<file path="config.mk">
export PLATFORM = sky130hd
export DESIGN_NAME = asn1_time_to_epoch
export DESIGN_NICKNAME = d
export VERILOG_FILES = /design/src/rtl/asn1te_pkg.sv /design/src/rtl/asn1te_parse.sv /design/src/rtl/asn1te_epoch.sv /design/src/rtl/asn1_time_to_epoch.sv
export VERILOG_INCLUDE_DIRS = /design/src /design/src/rtl
export SDC_FILE = /design/constraint.sdc
export NUM_CORES = 1
export LEC_CHECK = 0
export BUFFER_PORTS_ARGS = -buffer_cell sky130_fd_sc_hd__buf_2
export CELL_PAD_IN_SITES_DETAIL_PLACEMENT = 2
export CELL_PAD_IN_SITES_GLOBAL_PLACEMENT = 2
export CORE_MARGIN = 2
export CORE_UTILIZATION = 30
export DETAILED_ROUTE_END_ITERATION = 10
export PLACE_DENSITY = 0.59
export SLEW_MARGIN = 0
export SYNTH_ARGS = -nofsm -noshare
export SYNTH_HDL_FRONTEND = slang
export SYNTH_HIERARCHICAL = 1
export SYNTH_SLANG_ARGS = --single-unit
</file>
<file path="constraint.sdc">
create_clock -name clk -period 17.8 [get_ports clk]
set_input_delay 0.89 -clock clk [delete_from_list [all_inputs] [get_ports clk]]
set_output_delay 0.89 -clock clk [all_outputs]
set_load 0.05 [all_outputs]
</file>
<file path="src/rtl/asn1_time_to_epoch_defines.svh">
// assertion macros shared by the asn1 time converter modules
// expects clk and arst_n in the scope of every use
`ifndef ASN1_TIME_TO_EPOCH_DEFINES_SVH
`define ASN1_TIME_TO_EPOCH_DEFINES_SVH

// same-cycle implication, off during reset
`define ASN1TE_ASSERT_IMPL(label, ante, cons, msg) \
	label: assert property (@(posedge clk) disable iff (!arst_n) (ante) |-> (cons)) \
		else $error(msg);

// next-cycle implication, off during reset
`define ASN1TE_ASSERT_NEXT(label, ante, cons, msg) \
	label: assert property (@(posedge clk) disable iff (!arst_n) (ante) |=> (cons)) \
		else $error(msg);

`endif

</file>
<file path="src/rtl/asn1te_pkg.sv">
// types, codes and constants of the asn1 time to epoch converter
// used by asn1te_parse, asn1te_epoch and asn1_time_to_epoch
package asn1te_pkg;

	typedef enum logic [3:0] {
		PH_START  = 4'd0,
		PH_YEAR   = 4'd1,
		PH_MON    = 4'd2,
		PH_DAY    = 4'd3,
		PH_HOUR   = 4'd4,
		PH_MIN    = 4'd5,
		PH_SECOPT = 4'd6,
		PH_SEC    = 4'd7,
		PH_AFTER  = 4'd8,
		PH_ZHP    = 4'd9,
		PH_ZMP    = 4'd10,
		PH_ZHN    = 4'd11,
		PH_ZMN    = 4'd12,
		PH_END    = 4'd13
	} phase_t;

	typedef enum logic [1:0] {
		ST_OK     = 2'd0,
		ST_FORMAT = 2'd1,
		ST_RANGE  = 2'd2,
		ST_LOCAL  = 2'd3
	} status_t;

	localparam logic [1:0] KIND_UTC = 2'd0;
	localparam logic [1:0] KIND_GEN = 2'd1;

	localparam logic [7:0] CH_NUL   = 8'h00;
	localparam logic [7:0] CH_ZERO  = 8'h30;
	localparam logic [7:0] CH_NINE  = 8'h39;
	localparam logic [7:0] CH_DOT   = 8'h2E;
	localparam logic [7:0] CH_COMMA = 8'h2C;
	localparam logic [7:0] CH_PLUS  = 8'h2B;
	localparam logic [7:0] CH_MINUS = 8'h2D;
	localparam logic [7:0] CH_UPZ   = 8'h5A;

	// floor(y / 100) = (y * DIV100_MUL) >> DIV100_SHIFT for y below 43699
	localparam logic [12:0] DIV100_MUL   = 13'd5243;
	localparam int          DIV100_SHIFT = 19;

	localparam logic [13:0] EPOCH_YEAR = 14'd1970;

	// one parsed time string on its way to the epoch arithmetic
	typedef struct packed {
		logic [13:0] year;
		logic [3:0]  month;
		logic [4:0]  day;
		logic [4:0]  hour;
		logic [5:0]  minute;
		logic [5:0]  second;
		logic [10:0] zone;     // signed offset in minutes
		status_t     status;
	} fields_t;

	// days of the months before the given one, common year
	function automatic logic [8:0] days_before(input logic [3:0] month);
		logic [8:0] r;
		unique case (month)
			4'd2:    r = 9'd31;
			4'd3:    r = 9'd59;
			4'd4:    r = 9'd90;
			4'd5:    r = 9'd120;
			4'd6:    r = 9'd151;
			4'd7:    r = 9'd181;
			4'd8:    r = 9'd212;
			4'd9:    r = 9'd243;
			4'd10:   r = 9'd273;
			4'd11:   r = 9'd304;
			4'd12:   r = 9'd334;
			default: r = 9'd0;
		endcase
		return r;
	endfunction

endpackage

</file>
<file path="src/rtl/asn1te_parse.sv">
// character parser: phase register, digit accumulator and field registers
// depends on asn1te_pkg and asn1_time_to_epoch_defines.svh
`include "asn1_time_to_epoch_defines.svh"

module asn1te_parse (
	input  logic              clk,
	input  logic              arst_n,
	input  logic              fire,
	input  logic [7:0]        ch,
	input  logic [1:0]        kind,
	input  logic              last,
	output asn1te_pkg::fields_t res
);
	import asn1te_pkg::*;

	phase_t      phase_q, phase_n, ph_w, as_ph;
	logic        gen_q, gen_n, gen_w;
	logic [2:0]  cnt_q, cnt_n, cnt_x, need;
	logic [13:0] acc_q, acc_n, acc_x, lo, hi;
	logic [13:0] year_q, year_n;
	logic [3:0]  month_q, month_n;
	logic [4:0]  day_q, day_n;
	logic [4:0]  hour_q, hour_n;
	logic [5:0]  minute_q, minute_n;
	logic [5:0]  second_q, second_n;
	logic [10:0] zone_q, zone_n, zsum;
	logic        err_q, err_n;
	logic        dig, cont, done, use_dig, as_err, as_zclr;
	logic [3:0]  d;

	always_comb begin
		phase_n  = phase_q;
		gen_n    = gen_q;
		cnt_n    = cnt_q;
		acc_n    = acc_q;
		year_n   = year_q;
		month_n  = month_q;
		day_n    = day_q;
		hour_n   = hour_q;
		minute_n = minute_q;
		second_n = second_q;
		zone_n   = zone_q;
		err_n    = err_q;
		ph_w     = phase_q;
		gen_w    = gen_q;
		cont     = 1'b0;
		dig      = (ch >= CH_ZERO) && (ch <= CH_NINE);
		d        = dig ? ch[3:0] : 4'd0;
		acc_x    = 14'(acc_q * 14'd10 + {10'd0, d});
		cnt_x    = cnt_q + 3'd1;
		need     = 3'd2;
		lo       = 14'd0;
		hi       = 14'd59;
		zsum     = 11'(zone_q + {5'd0, acc_x[5:0]});

		if (!err_q) begin
			if (ch == CH_NUL) begin
				err_n = 1'b1;
			end else if (phase_q == PH_START) begin
				priority if (kind == KIND_UTC) begin
					gen_w = 1'b0;
					ph_w  = PH_YEAR;
					cont  = 1'b1;
				end else if (kind == KIND_GEN) begin
					gen_w = 1'b1;
					ph_w  = PH_YEAR;
					cont  = 1'b1;
				end else begin
					err_n = 1'b1;
				end
			end else begin
				cont = 1'b1;
			end
		end

		unique case (ph_w)
			PH_YEAR: begin
				need = gen_w ? 3'd4 : 3'd2;
				hi   = gen_w ? 14'd9999 : 14'd99;
			end
			PH_MON: begin
				lo = 14'd1;
				hi = 14'd12;
			end
			PH_DAY: begin
				lo = 14'd1;
				hi = 14'd31;
			end
			PH_HOUR:         hi = 14'd23;
			PH_ZHP, PH_ZHN:  hi = 14'd12;
			default: ;
		endcase
		done = (cnt_x == need);

		// what follows the seconds or stands in place of them
		as_err  = 1'b0;
		as_zclr = 1'b0;
		priority if (gen_w && (ch == CH_DOT || ch == CH_COMMA || dig)) begin
			as_ph = PH_AFTER;
		end else if (ch == CH_UPZ) begin
			as_ph   = PH_END;
			as_zclr = 1'b1;
		end else if (ch == CH_PLUS) begin
			as_ph = PH_ZHP;
		end else if (ch == CH_MINUS) begin
			as_ph = PH_ZHN;
		end else begin
			as_ph  = PH_AFTER;
			as_err = 1'b1;
		end

		use_dig = cont && dig && (((ph_w >= PH_YEAR) && (ph_w <= PH_SEC)) ||
			((ph_w >= PH_ZHP) && (ph_w <= PH_ZMN)));
		if (use_dig) begin
			cnt_n = done ? 3'd0 : cnt_x;
			acc_n = done ? 14'd0 : acc_x;
			if (done && ((acc_x < lo) || (acc_x > hi))) begin
				err_n = 1'b1;
			end
		end

		if (cont) begin
			if (!dig && (ph_w <= PH_MIN)) begin
				err_n = 1'b1;
			end else begin
				gen_n   = gen_w;
				phase_n = ph_w;
				unique case (ph_w)
					PH_YEAR: begin
						if (done) begin
							if (gen_w) begin
								year_n = acc_x;
							end else if (acc_x < 14'd50) begin
								year_n = 14'(acc_x + 14'd2000);
							end else begin
								year_n = 14'(acc_x + 14'd1900);
							end
							phase_n = PH_MON;
						end
					end
					PH_MON: begin
						if (done) begin
							month_n = acc_x[3:0];
							phase_n = PH_DAY;
						end
					end
					PH_DAY: begin
						if (done) begin
							day_n   = acc_x[4:0];
							phase_n = PH_HOUR;
						end
					end
					PH_HOUR: begin
						if (done) begin
							hour_n  = acc_x[4:0];
							phase_n = PH_MIN;
						end
					end
					PH_MIN: begin
						if (done) begin
							minute_n = acc_x[5:0];
							phase_n  = PH_SECOPT;
						end
					end
					PH_SECOPT: begin
						if (dig) begin
							phase_n = PH_SEC;
						end else begin
							second_n = 6'd0;
							phase_n  = as_ph;
							if (as_zclr) zone_n = 11'd0;
							if (as_err) err_n = 1'b1;
						end
					end
					PH_SEC: begin
						if (!dig) begin
							err_n = 1'b1;
						end else if (done) begin
							second_n = acc_x[5:0];
							phase_n  = PH_AFTER;
						end
					end
					PH_AFTER: begin
						phase_n = as_ph;
						if (as_zclr) zone_n = 11'd0;
						if (as_err) err_n = 1'b1;
					end
					PH_ZHP, PH_ZHN: begin
						if (!dig) begin
							err_n = 1'b1;
						end else if (done) begin
							zone_n  = 11'({4'd0, acc_x[6:0]} * 11'd60);
							phase_n = (ph_w == PH_ZHP) ? PH_ZMP : PH_ZMN;
						end
					end
					PH_ZMP, PH_ZMN: begin
						if (!dig) begin
							err_n = 1'b1;
						end else if (done) begin
							zone_n  = (ph_w == PH_ZMN) ? 11'(-zsum) : zsum;
							phase_n = PH_END;
						end
					end
					default: err_n = 1'b1;
				endcase
			end
		end

		res.year   = year_n;
		res.month  = month_n;
		res.day    = day_n;
		res.hour   = hour_n;
		res.minute = minute_n;
		res.second = second_n;
		res.zone   = zone_n;
		priority if (err_n) begin
			res.status = ST_FORMAT;
		end else if (phase_n == PH_END) begin
			res.status = ST_OK;
		end else if (gen_n && (phase_n == PH_SECOPT || phase_n == PH_AFTER)) begin
			res.status = ST_LOCAL;
		end else begin
			res.status = ST_FORMAT;
		end
	end

	always_ff @(posedge clk or negedge arst_n) begin
		if (!arst_n) begin
			phase_q  <= PH_START;
			gen_q    <= 1'b0;
			cnt_q    <= 3'd0;
			acc_q    <= 14'd0;
			year_q   <= 14'd0;
			month_q  <= 4'd0;
			day_q    <= 5'd0;
			hour_q   <= 5'd0;
			minute_q <= 6'd0;
			second_q <= 6'd0;
			zone_q   <= 11'd0;
			err_q    <= 1'b0;
		end else if (fire) begin
			if (last) begin
				// string done, back to the start for the next one
				phase_q  <= PH_START;
				gen_q    <= 1'b0;
				cnt_q    <= 3'd0;
				acc_q    <= 14'd0;
				year_q   <= 14'd0;
				month_q  <= 4'd0;
				day_q    <= 5'd0;
				hour_q   <= 5'd0;
				minute_q <= 6'd0;
				second_q <= 6'd0;
				zone_q   <= 11'd0;
				err_q    <= 1'b0;
			end else begin
				phase_q  <= phase_n;
				gen_q    <= gen_n;
				cnt_q    <= cnt_n;
				acc_q    <= acc_n;
				year_q   <= year_n;
				month_q  <= month_n;
				day_q    <= day_n;
				hour_q   <= hour_n;
				minute_q <= minute_n;
				second_q <= second_n;
				zone_q   <= zone_n;
				err_q    <= err_n;
			end
		end
	end

	`ASN1TE_ASSERT_NEXT(a_clear_after_last, fire && last,
		phase_q == PH_START && !err_q && cnt_q == 3'd0, "parser not cleared after last transaction")
	`ASN1TE_ASSERT_IMPL(a_digit_count, 1'b1, cnt_q <= 3'd3, "digit count past longest field")

endmodule

</file>
<file path="src/rtl/asn1te_epoch.sv">
// epoch arithmetic pipeline: day count, seconds of day, range check, result register
// depends on asn1te_pkg and asn1_time_to_epoch_defines.svh
`include "asn1_time_to_epoch_defines.svh"

module asn1te_epoch #(
	parameter int TIME_BYTES = 8
) (
	input  logic                clk,
	input  logic                arst_n,
	input  logic                in_valid,
	output logic                in_ready,
	input  asn1te_pkg::fields_t in_fields,
	output logic                out_valid,
	input  logic                out_ready,
	output logic [38:0]         out_epoch,
	output asn1te_pkg::status_t out_status
);
	import asn1te_pkg::*;

	localparam int WrapBits  = TIME_BYTES * 8;
	localparam int WrapShift = (WrapBits < 40) ? 40 - WrapBits : 0;

	logic rdy2, rdy3, rdy4, rdy5;
	logic valid_s2, valid_s3, valid_s4, valid_s5;

	fields_t f_s2;

	// stage 3
	logic [25:0]        prod;
	logic signed [18:0] sod;
	logic [13:0]        year_s3;
	logic [3:0]         month_s3;
	logic [4:0]         dom_s3;
	logic signed [18:0] sod_s3;
	logic [6:0]         q_s3;
	status_t            status_s3;

	// stage 4
	logic [6:0]         rem, q_dn, q_up, cent_post, cent_pre, cent;
	logic               leap, pre;
	logic [8:0]         yday;
	logic [12:0]        lp;
	logic signed [23:0] ydiff, leap_term, cent_term, days;
	logic signed [23:0] days_s4;
	logic signed [18:0] sod_s4;
	logic               pre_s4, rng_s4;
	status_t            status_s4;

	// output stage
	logic signed [39:0] r, r_w;
	logic               bad;
	logic [38:0]        epoch_s5;
	status_t            status_s5;

	assign rdy5     = !valid_s5 || out_ready;
	assign rdy4     = !valid_s4 || rdy5;
	assign rdy3     = !valid_s3 || rdy4;
	assign rdy2     = !valid_s2 || rdy3;
	assign in_ready = rdy2;

	always_ff @(posedge clk or negedge arst_n) begin
		if (!arst_n) begin
			valid_s2 <= 1'b0;
			valid_s3 <= 1'b0;
			valid_s4 <= 1'b0;
			valid_s5 <= 1'b0;
		end else begin
			if (rdy2) valid_s2 <= in_valid;
			if (rdy3) valid_s3 <= valid_s2;
			if (rdy4) valid_s4 <= valid_s3;
			if (rdy5) valid_s5 <= valid_s4;
		end
	end

	always_ff @(posedge clk) begin
		if (rdy2 && in_valid) f_s2 <= in_fields;
	end

	// year / 100 by reciprocal, seconds within the day
	always_comb begin
		prod = 26'({12'd0, f_s2.year} * {13'd0, DIV100_MUL});
		sod  = signed'({13'd0, f_s2.second})
			+ (signed'({13'd0, f_s2.minute}) - 19'(signed'(f_s2.zone))) * 19'sd60
			+ signed'({14'd0, f_s2.hour}) * 19'sd3600;
	end

	always_ff @(posedge clk) begin
		if (rdy3 && valid_s2) begin
			year_s3   <= f_s2.year;
			month_s3  <= f_s2.month;
			dom_s3    <= f_s2.day - 5'd1;
			sod_s3    <= sod;
			q_s3      <= prod[DIV100_SHIFT +: 7];
			status_s3 <= f_s2.status;
		end
	end

	// leap year, day of year, leap days and century corrections
	always_comb begin
		rem  = 7'(year_s3 - 14'({7'd0, q_s3} * 14'd100));
		leap = ((year_s3[1:0] == 2'd0) && (rem != 7'd0)) ||
			((rem == 7'd0) && (q_s3[1:0] == 2'd0));
		yday = 9'({4'd0, dom_s3} + days_before(month_s3)) +
			9'((leap && (month_s3 > 4'd2)) ? 1 : 0);
		pre  = year_s3 < EPOCH_YEAR;
		// last century strictly below the year, first century at or above it
		q_dn = (rem == 7'd0) ? 7'(q_s3 - 7'd1) : q_s3;
		q_up = (rem == 7'd0) ? q_s3 : 7'(q_s3 + 7'd1);
		cent_post = (q_dn >= 7'd20) ? 7'(q_dn - 7'd20 - ((q_dn >> 2) - 7'd5)) : 7'd0;
		cent_pre  = 7'(7'd15 - q_up + ((q_up + 7'd3) >> 2));
		cent      = (TIME_BYTES > 4) ? (pre ? cent_pre : cent_post) : 7'd0;
		lp = pre ? 13'((11'd1972 - year_s3[10:0]) >> 2) : 13'((year_s3 - 14'd1969) >> 2);
		leap_term = pre ? -signed'({11'd0, lp}) : signed'({11'd0, lp});
		cent_term = pre ? signed'({17'd0, cent}) : -signed'({17'd0, cent});
		ydiff = signed'({10'd0, year_s3}) - 24'sd1970;
		days  = ydiff * 24'sd365 + leap_term + cent_term + signed'({15'd0, yday});
	end

	always_ff @(posedge clk) begin
		if (rdy4 && valid_s3) begin
			days_s4   <= days;
			sod_s4    <= sod_s3;
			pre_s4    <= pre;
			rng_s4    <= (TIME_BYTES == 4) && ((year_s3 < 14'd1900) || (year_s3 > 14'd2040));
			status_s4 <= status_s3;
		end
	end

	// seconds, wrapped to the time width, then the sign check
	always_comb begin
		r   = 40'(days_s4) * 40'sd86400 + 40'(sod_s4);
		r_w = (r <<< WrapShift) >>> WrapShift;
		bad = rng_s4 || (pre_s4 ? !r_w[39] : r_w[39]);
	end

	always_ff @(posedge clk) begin
		if (rdy5 && valid_s4) begin
			if (status_s4 != ST_OK) begin
				epoch_s5  <= 39'd0;
				status_s5 <= status_s4;
			end else if (bad) begin
				epoch_s5  <= 39'd0;
				status_s5 <= ST_RANGE;
			end else begin
				epoch_s5  <= r_w[38:0];
				status_s5 <= ST_OK;
			end
		end
	end

	assign out_valid  = valid_s5;
	assign out_epoch  = epoch_s5;
	assign out_status = status_s5;

	`ASN1TE_ASSERT_IMPL(a_error_zero, valid_s5 && status_s5 != ST_OK, epoch_s5 == 39'd0,
		"nonzero epoch with error status")
	`ASN1TE_ASSERT_NEXT(a_stage_advance, valid_s4 && rdy5, valid_s5,
		"result lost between last stage and output register")

endmodule

</file>
<file path="src/rtl/asn1_time_to_epoch.sv">
// top level of the asn1 utc/generalized time to unix epoch converter
// depends on asn1te_pkg, asn1te_parse and asn1te_epoch
//
// Takes an ASN.1 UTCTime or GeneralizedTime string one character per
// transaction on the slave stream (tlast on the final character, time kind
// in tuser, sampled on the first character) and returns one transaction per
// string with the Unix epoch seconds and a status (0 ok, 1 format error,
// 2 range error, 3 local time not supported); the seconds are 0 whenever
// the status is not ok. One character is taken every clock cycle, but a
// last character waits while the arithmetic cannot take it; the rate is set
// by the parser's phase and digit registers, which absorb one character per
// cycle. The result leaves through a four-stage arithmetic pipeline that
// ends in a result register. TIME_BYTES sets the width to which the seconds
// wrap and, at 4, limits years to 1900..2040.

module asn1_time_to_epoch #(
	parameter int TIME_BYTES = 8
) (
	input  logic        clk,
	input  logic        arst_n,
	input  logic        s_axis_tvalid,
	output logic        s_axis_tready,
	input  logic [7:0]  s_axis_tdata,   // [7:0] character
	input  logic [1:0]  s_axis_tuser,   // [1:0] time_kind
	input  logic        s_axis_tlast,
	output logic        m_axis_tvalid,
	input  logic        m_axis_tready,
	output logic [39:0] m_axis_tdata,   // [38:0] epoch_seconds, [39] zero
	output logic [1:0]  m_axis_tuser    // [1:0] status
);
	import asn1te_pkg::*;

	logic       valid_s1, last_s1, fire_s1, ep_ready;
	logic [7:0] char_s1;
	logic [1:0] kind_s1;
	fields_t    res;
	logic [38:0] epoch;
	status_t    status;

	// a last character moves on only when the arithmetic can take it
	assign fire_s1       = valid_s1 && (!last_s1 || ep_ready);
	assign s_axis_tready = !valid_s1 || fire_s1;

	always_ff @(posedge clk or negedge arst_n) begin
		if (!arst_n) begin
			valid_s1 <= 1'b0;
		end else if (s_axis_tready) begin
			valid_s1 <= s_axis_tvalid;
		end
	end

	always_ff @(posedge clk) begin
		if (s_axis_tvalid && s_axis_tready) begin
			char_s1 <= s_axis_tdata;
			kind_s1 <= s_axis_tuser;
			last_s1 <= s_axis_tlast;
		end
	end

	asn1te_parse u_parse (
		.clk    (clk),
		.arst_n (arst_n),
		.fire   (fire_s1),
		.ch     (char_s1),
		.kind   (kind_s1),
		.last   (last_s1),
		.res    (res)
	);

	asn1te_epoch #(
		.TIME_BYTES (TIME_BYTES)
	) u_epoch (
		.clk        (clk),
		.arst_n     (arst_n),
		.in_valid   (valid_s1 && last_s1),
		.in_ready   (ep_ready),
		.in_fields  (res),
		.out_valid  (m_axis_tvalid),
		.out_ready  (m_axis_tready),
		.out_epoch  (epoch),
		.out_status (status)
	);

	assign m_axis_tdata = {1'b0, epoch};
	assign m_axis_tuser = status;

endmodule

</file>
Word level (Yosys, flattened, before mapping)
Memories as Yosys holds them, arrays and structs flattened. A register that Yosys moved wholly into a read port is not among the register bits.
Cells that the tools add are included.
Widths: inputs -> output; s select.
- bits of input ports: 15
- memories: 1
- output and inout port bits: 44
- bits in read-only memories: 144
- register bits: 281
- reduce and logical (&&, ||, !) cells: 57
- add/subtract/negate cells: 30
- multiplexer cells: 130
- magnitude comparators: 13
- multipliers: 8
- equality and inequality tests: 22
- memory list (memory ; words ; width ; read ports ; clocked after memory_dff ; wr ports ; line ; source):
    (name not given) ; 16 ; 9 ; 1 ; 1 ; 0 ; asn1te_pkg.sv:62 ; unique case (month)
- operator list (kind ; count):
    $mux 14 ; 11
    $mux 4 ; 30
    $mux 11 ; 10
    $mux 6 ; 11
    $pmux 14 s4 ; 1
    $mux 5 ; 10
    $add 24x24->24 ; 2
    $mux 24 ; 2
    $pmux 11 s4 ; 1
    $add 40x19->40 ; 1
    $pmux 4 s10 ; 1
    $mux 1 ; 36
    $mul 24x11->33 const B ; 1
    $eq 8x6->1 const B ; 4
    $add 14x11->14 const B ; 2
    $eq 4x4->1 const B ; 7
    $mux 7 ; 4
    $mul 14x13->26 const B ; 1
    $add 24x10->24 ; 1
    $mul 24x10->24 const B ; 1
    $neg 13->24 ; 1
    $neg 7->24 ; 1
    $eq 4x3->1 const B ; 5
    $add 19x19->19 ; 1
    other kinds (60) ; 115

Logic depth before layout (Yosys ltp)
Gate-level depths: netlist of run 1.
- depth in word-level cells: 20
- mapped depth: 44

Modules after synthesis
The synthesis of run 1 kept the hierarchy.
- by module, submodules not included (module ; sequential area each (um2) ; cells an instance ; area each (um2) ; times used):
    asn1te_epoch ; 6015.8 ; 2593 ; 25994.9 ; 1
    asn1te_parse ; 1826.8 ; 820 ; 7065.5 ; 1
    asn1_time_to_epoch ; 355.3 ; 20 ; 420.4 ; 1

Worst setup path after synthesis of run 1
No wires, ideal clock.
- path type: flip-flop to flip-flop
- from: reg u_epoch.q_s3[0]
- to: reg u_epoch.days_s4[23] (data pin)
- library setup time: 259 ps
- slack: 8616 ps
- stages on the path, launching flop included: 42
- path buffers: 1
- data arrival time: 8925 ps
- data required time: 17541 ps
- cells stage by stage: edfxtp_1 > inv_1 > ha_1 > xnor2_1 > xnor3_1 > nor4_2 > o21a_1 > buf_2 > nand2_1 > xnor2_1 > inv_1 > ha_1 > inv_1 > ha_1 > ha_1 > inv_1 > fa_1 > inv_1 > (+6 left out) > fa_1 > inv_1 > ha_1 > fa_1 > inv_1 > fa_1 > fa_1 > inv_1 > ha_1 > or2_2 > a21oi_1 > a21oi_1 > and4_1 > nor2_1 > a21oi_1 > a211oi_1 > a21oi_1 > xnor2_1
- longest elaborated chain between the ends: 12
- ends and longest elaborated chain (item ; line ; source):
    start, declared ; asn1te_epoch.sv:35 ; logic [6:0] q_s3;
    start signal, assigned ; asn1te_epoch.sv:93 ; q_s3 <= prod[DIV100_SHIFT +: 7];
    $mul 7x5->5 ; asn1te_epoch.sv:100 ; rem = 7'(year_s3 - 14'({7'd0, q_s3} * 14'd100));
    $sub 7x7->7 ; asn1te_epoch.sv:100 ;
    $logic_not 7->1 ; asn1te_epoch.sv:102, asn1te_epoch.sv:107, asn1te_epoch.sv:108 ;
    $mux 7 ; asn1te_epoch.sv:107 ; q_dn = (rem == 7'd0) ? 7'(q_s3 - 7'd1) : q_s3;
    $sub 7x5->7 / $sub 5x3->6 (equally long branches) ; asn1te_epoch.sv:109 ; cent_post = (q_dn >= 7'd20) ? 7'(q_dn - 7'd20 - ((q_dn >> 2) - 7'd5)) : 7'd0;
    $sub 7x7->7 ; asn1te_epoch.sv:109 ;
    $mux 7 ; asn1te_epoch.sv:109 ;
    $mux 7 ; asn1te_epoch.sv:111 ; cent = (TIME_BYTES > 4) ? (pre ? cent_pre : cent_post) : 7'd0;
    $neg 7->24 ; asn1te_epoch.sv:114 ; cent_term = pre ? signed'({17'd0, cent}) : -signed'({17'd0, cent});
    $mux 24 ; asn1te_epoch.sv:114 ;
    $add 24x24->24 ; asn1te_epoch.sv:116 ; days = ydiff * 24'sd365 + leap_term + cent_term + signed'({15'd0, yday});
    $add 24x10->24 (*) ; asn1te_epoch.sv:116 ;
    via u_epoch.days[23] ; asn1te_epoch.sv:43 ; logic signed [23:0] ydiff, leap_term, cent_term, days;
    end signal, assigned ; asn1te_epoch.sv:121 ; days_s4 <= days;
    end, declared ; asn1te_epoch.sv:44 ; logic signed [23:0] days_s4;
The timed path passes the listed nets; every way through them passes the cells marked *.
A chain may end at the register's enable or synchronous reset.

Worst setup path after layout of run 1
Same ends and word-level chain as after synthesis.

==> impl_metrics.toml, run 1 <==
[worst_setup_path]
critPathLaunchType = "flip-flop"
path_buf_inv = 8
cp_top_family = "adder cells"
crit_end = "u_epoch/days_s4[23]"
crit_required_ns = 18.14
worstPathArrival_ns = 10.62
critical_path_class = "flip-flop to flip-flop"
critical-path-slowest-cell = "o21ai_0"
r2r_slack_ns = 7.52
reg2reg_from = "u_epoch/q_s3[0]"
r2r-end = "u_epoch/days_s4[23]"
max_stage_delay_ns = 0.62
reg2reg_depth = 40
crit_top_cell = "inv_1"
cp_num_cells = 40
cp_max_fo = 10
crit_start = "u_epoch/q_s3[0]"
endpoint_kind = "flip-flop"

[logic_synthesis]
synth_nets = 4230
syn_inst = 3433
synth-seq-cells = 289
synthesis.area_sq_mm = 0.0335
synth_edf_count = 202
synth_cell_types = 113
synth_ff_type = "edfxtp_1"
synth_async_sr_flop_share_pct = 27.0
yosys_warnings = 6
yosysSeqAreaShare_pct = 24.5
avgSynthCellArea_sq_um = 9.75

[layout]
final_common_cell = "inv_1"
layout-drive-gt1-share_pct = 7.49
fin_nets = 4294
layout_common_cells = "inv_1 (667), ha_1 (506), fa_1 (276), edfxtp_1 (202), nand2_1 (182)"
synthToLayoutAreaGrowth_pct = 10.3
final_util_pct = 33.4

[floorplanning]
start_util_pct = 30.3
num_rows = 122
die_y_um = 338
die_w_um = 338
coreArea_sq_mm = 0.111
dieArea_sq_mm = 0.114
io-pin-count = 59

[timing]
hold_viol_final = 0
slew_headroom_pct = 27.1
fin_worst_skew_ns = 0.0489
setup_ws_ns = 7.52
fmax_ghz = 0.0973
period_needed_ns = 10.28
rsz0062_at_grt = "no"
setup_tns_ns = 0
final-setup-viol-count = 0
final.period_utilization_pct = 57.7
maxSlewViolCount = 0
worst_pin_slew_ns = 1.09

[route]
dr.pass1.iters = 5
wl_um = 90300
viasPerCell = 4.81
drc = 0
antenna_left = 0
via_count = 24135
drtIter0Drc = 662
wl_per_cell_um = 18.0

[status]
outcome = "complete, no violations"

[global_routing]
grt.met2_usage_pct = 28.7
grt_pass1_vias = 26259
busiest_layer = "met2"
track_usage_pct = 16.1
grt_pass1_wl_um = 146000
met1_usage_pct = 21.0
antenna_found_initial = 5
grt_start_max_net_pins = 61
met3_usage_pct = 1.49
grt-ovfl-total = 0

[clock_network]
clock_path_buffers = 3
insertion_delay_ns = 0.61
postCtsSetupBuffers = 0
cts_tree = "done"
numCtsBuffers = 40
htree_num_levels = 2
clk_pin_slew_ns = 0.06
cts-resized-gates = 0
root_buffer = "clkbuf_16"
cts.sinks = 289
hold_buffers = 0

[placed_design]
gp_congestion = 0.773
place_ws_ns = 7.42
hpwlAfterDp_um = 74600
io_buffers = 57

[run]
drv_cap = 0

[hold_path]
hp-class = "input pin to async pin"
-- flip-flops by register name, summed over array words and instances, names as in the netlist, 3 cells and up, named ones only --
signal / cells
u_parse/acc_q: 13
u_epoch/days_s4: 24
u_epoch/f_s2: 53
u_parse/hour_q: 5
char_s1: 8
u_parse/day_q: 5
u_parse/zone_q: 11
u_epoch/year_s3: 14
u_parse/cnt_q: 3
u_epoch/q_s3: 7
u_epoch/sod_s4: 19
u_epoch/month_s3: 4
u_parse/minute_q: 6
u_epoch/sod_s3: 19
u_parse/year_q: 14
u_parse/phase_q: 4
u_parse/month_q: 4
u_parse/second_q: 6
u_epoch/dom_s3: 5
u_epoch/out_epoch: 39
-- layer usage --
metal | wire [um] | vias to the layer above
met2 | 44900 | 158
met3 | 1760 | 72
met5 | 0 | -
met1 | 42100 | 12203
li1 | - | 11702
met4 | 1560 | 0
-- logic make-up after synthesis --
family                     after synthesis  synth area share [%]
adders and majority gates              782                  35.4
other                                    1                0.0112
AOI/OAI and AO/OA                      649                  13.1
and+or+nand+nor                        685                  10.6
xor gates and xnor gates               251                  6.70
muxes                                   43                  1.38
buffers and inverters                  733                  8.34
DFF                                    289                  24.5
-- worst min path at each step --
stage / cells after the start / start / to
after global routing: 1 / arst_n / u_parse/acc_q[12]
after CTS: 1 / arst_n / u_parse/acc_q[12]
after global placement: 0 / u_epoch/sod_s3[3] / u_epoch/sod_s4[3]
after detailed placement: 0 / u_epoch/sod_s3[2] / u_epoch/sod_s4[2]
final: 1 / arst_n / u_parse/acc_q[12]
after floorplan: 0 / u_epoch/f_s2[13] / u_epoch/sod_s3[0]
-- area by class of cell --
class | instances | area (sq um)
Fill cell | 12161 | 73700
Multi-Input combinational cell | 2411 | 22500
Sequential cell | 289 | 8200
Inverter | 672 | 2520
Tap cell | 1488 | 1860
Clock buffer | 53 | 1110
Timing Repair Buffer | 83 | 483
Clock inverter | 18 | 235
Antenna cell | 1 | 2.50
-- per-stage QoR --
step	hold WS [ns]	std cells	cell area (sq um)
after global routing	0.208	5014	36900
after detailed placement	0.406	4943	35600
after global placement	0.400	4943	35600
after floorplan	0.400	3433	33500
final	0.208	5015	36900
after CTS	0.189	5014	36900
-- cells in the mapped netlist, drive strengths merged, types with 15 or more instances --
cell	n	area [sq um]
a31oi	26	163
or2	16	103
nand2	183	689
or3	17	106
a21o	63	473
buf	20	118
nor4	18	183
a21oi	161	817
inv	670	2510
o21ai	145	733
dfrtp	78	1950
mux2i	18	180
nor2	187	810
nand2b	29	181
o21a	34	255
fa	276	5530
o31ai	16	153
ha	506	6330
xnor2	172	1510
a22o	58	508
and2	30	191
o21bai	24	180
nor3	61	315
mux2	25	282
nand4	15	106
edfxtp	202	6070
xor2	77	689
and3	21	131
nand3	50	250
clkbuf	41	154
a211oi	21	173
nor2b	23	144
-- worst register-to-register path: cells and delay by family, from the launching register on --
kind | cells | cell delay (ns)
AND/OR/NAND/NOR | 7 | 1.40
buffers and inverters | 8 | 0.55
adder cells (fa/ha/maj) | 11 | 3.96
AO/OA/AOI/OAI | 9 | 2.23
flip-flops | 1 | 0.50
XOR/XNOR | 5 | 1.42
Power of run 1 is not shown: default switching activity piles up to over one toggle a cycle in this logic, so the estimate is an artifact.
==> run 2: changes to the inputs <==
Clock period 17.8 ns to 10.65 ns, I/O delays scaled along.
==> run 2 against run 1 <==
Net effect:
- via count shrank 0.17%
- global-route usage increased by 0.15 points
- cell count barely moved
==> impl_metrics.toml, run 2 (synthesis results as in run 1) <==
[global_routing]
grt-ovfl-total = 0
antenna_found_initial = 3
grt_pass1_wl_um = 147000
track_usage_pct = 16.2
grt_pass1_vias = 26674
grt_start_max_net_pins = 53

[floorplanning]
start_util_pct = 30.3
die_y_um = 338
io-pin-count = 59
coreArea_sq_mm = 0.111
die_w_um = 338
num_rows = 122
dieArea_sq_mm = 0.114

[route]
wl_um = 90700
drc = 0
viasPerCell = 4.80
antenna_left = 0
wl_per_cell_um = 18.1
via_count = 24094
drtIter0Drc = 734
dr.pass1.iters = 5

[timing]
period_needed_ns = 9.92
hold_viol_final = 0
final.period_utilization_pct = 93.2
worst_pin_slew_ns = 1.10
fmax_ghz = 0.101
fin_worst_skew_ns = 0.0281
setup_tns_ns = 0
rsz0062_at_grt = "no"
final-setup-viol-count = 0
maxSlewViolCount = 0
holdWs_ns = 0.139
slew_headroom_pct = 26.3

[clock_network]
cts.sinks = 289
clk_pin_slew_ns = 0.06
insertion_delay_ns = 0.58
numCtsBuffers = 39
root_buffer = "clkbuf_16"
clock_path_buffers = 3
htree_num_levels = 2
cts_tree = "done"

[worst_setup_path]
max_stage_delay_ns = 0.54
crit_top_cell = "inv_1"
worstPathArrival_ns = 10.21
reg2reg_from = "u_epoch/q_s3[0]"
critical-path-slowest-cell = "fa_1"
endpoint_kind = "flip-flop"
cp_max_fo = 10
reg2reg_depth = 40
crit_required_ns = 10.94
crit_start = "u_epoch/q_s3[0]"
r2r_slack_ns = 0.73
critical_path_class = "flip-flop to flip-flop"
crit_end = "u_epoch/days_s4[23]"
r2r-end = "u_epoch/days_s4[23]"
critPathLaunchType = "flip-flop"

[placed_design]
io_buffers = 57
gp_congestion = 0.758
hpwlAfterDp_um = 75100

[layout]
multi_input_area_sq_mm = 0.0225
fin_nets = 4296
synthToLayoutAreaGrowth_pct = 10.2
layout_common_cells = "inv_1 (667), ha_1 (506), fa_1 (276), edfxtp_1 (202), nand2_1 (182)"
final_common_cell = "inv_1"
layout-drive-gt1-share_pct = 7.62
nFillCells = 12154
final_util_pct = 33.3
diodes = 0
largest_register_ffs = 53
regMostFlops = "u_epoch/f_s2"
seqCellArea_sq_mm = 0.00820

[run]
drv_cap = 0

[status]
outcome = "complete, no violations"

[hold_path]
hp-class = "input pin to flip-flop"
==> run 2: changes by cell type in the layout (fill, tap and decap cells not counted), moves of 3 or more <==
cell       change
clkinv_1       +4
inv_6          -4
clkinv_2       +4
bufinv_16      -3
clkbuf_1       -3
==> run 2: timing repair <==
item	in CTS	in global routing
hold endpoints to repair	26	0
hold buffers	1	0
setup endpoints to repair	0	6
buffers inserted	0	0
gates resized for setup	0	3
==> run 2: layout make-up <==
type,instances,share of cell area (%)
clock buffer,50,2.98
multi-input combinational,2411,61.1
inverter,672,6.84
timing repair buffer,86,1.38
tap,1488,5.05
clock inverter,22,0.488
sequential,289,22.2
==> run 2: metal layers <==
layer	up-vias	part of all wire, %	wire [um]	track usage, %
li1	11699	-	-	-
met1	12174	47	42300	21.1
met2	158	50	45300	29.2
met3	63	2.0	1820	1.60
met4	0	1.3	1190	2.72
met5	-	0	0	0
==> run 2: how the worst min path moves through the flow <==
stage,depth (start not counted),to,start
after floorplan,0,u_epoch/out_valid,arst_n
after global placement,0,u_epoch/sod_s4[9],u_epoch/sod_s3[9]
after detailed placement,0,u_epoch/sod_s4[10],u_epoch/sod_s3[10]
after CTS,1,char_s1[1],s_axis_tdata[1]
after global routing,1,char_s1[7],s_axis_tdata[7]
final,1,char_s1[1],s_axis_tdata[1]
==> run 2: through the flow <==
stage / area, sq um / std cells / worst slack [ns]
final: 36900 / 5018 / 0.728
after global placement: 35600 / 4945 / 0.606
after global routing: 36900 / 5018 / 0.0259
after CTS: 36900 / 5018 / 0.305
after detailed placement: 35600 / 4945 / 0.365
after floorplan: 33500 / 3433 / 1.47
==> run 2: critical path, delay by kind of cell, from the launching register on <==
kind	cells	cell delay, ns
AO/OA/AOI/OAI	12	2.60
XOR/XNOR	5	1.23
adder cells (fa/ha/maj)	11	3.95
buffers and inverters	7	0.48
flip-flops	1	0.50
AND/OR/NAND/NOR	5	0.86
Power of run 2 is left out for the same reason.
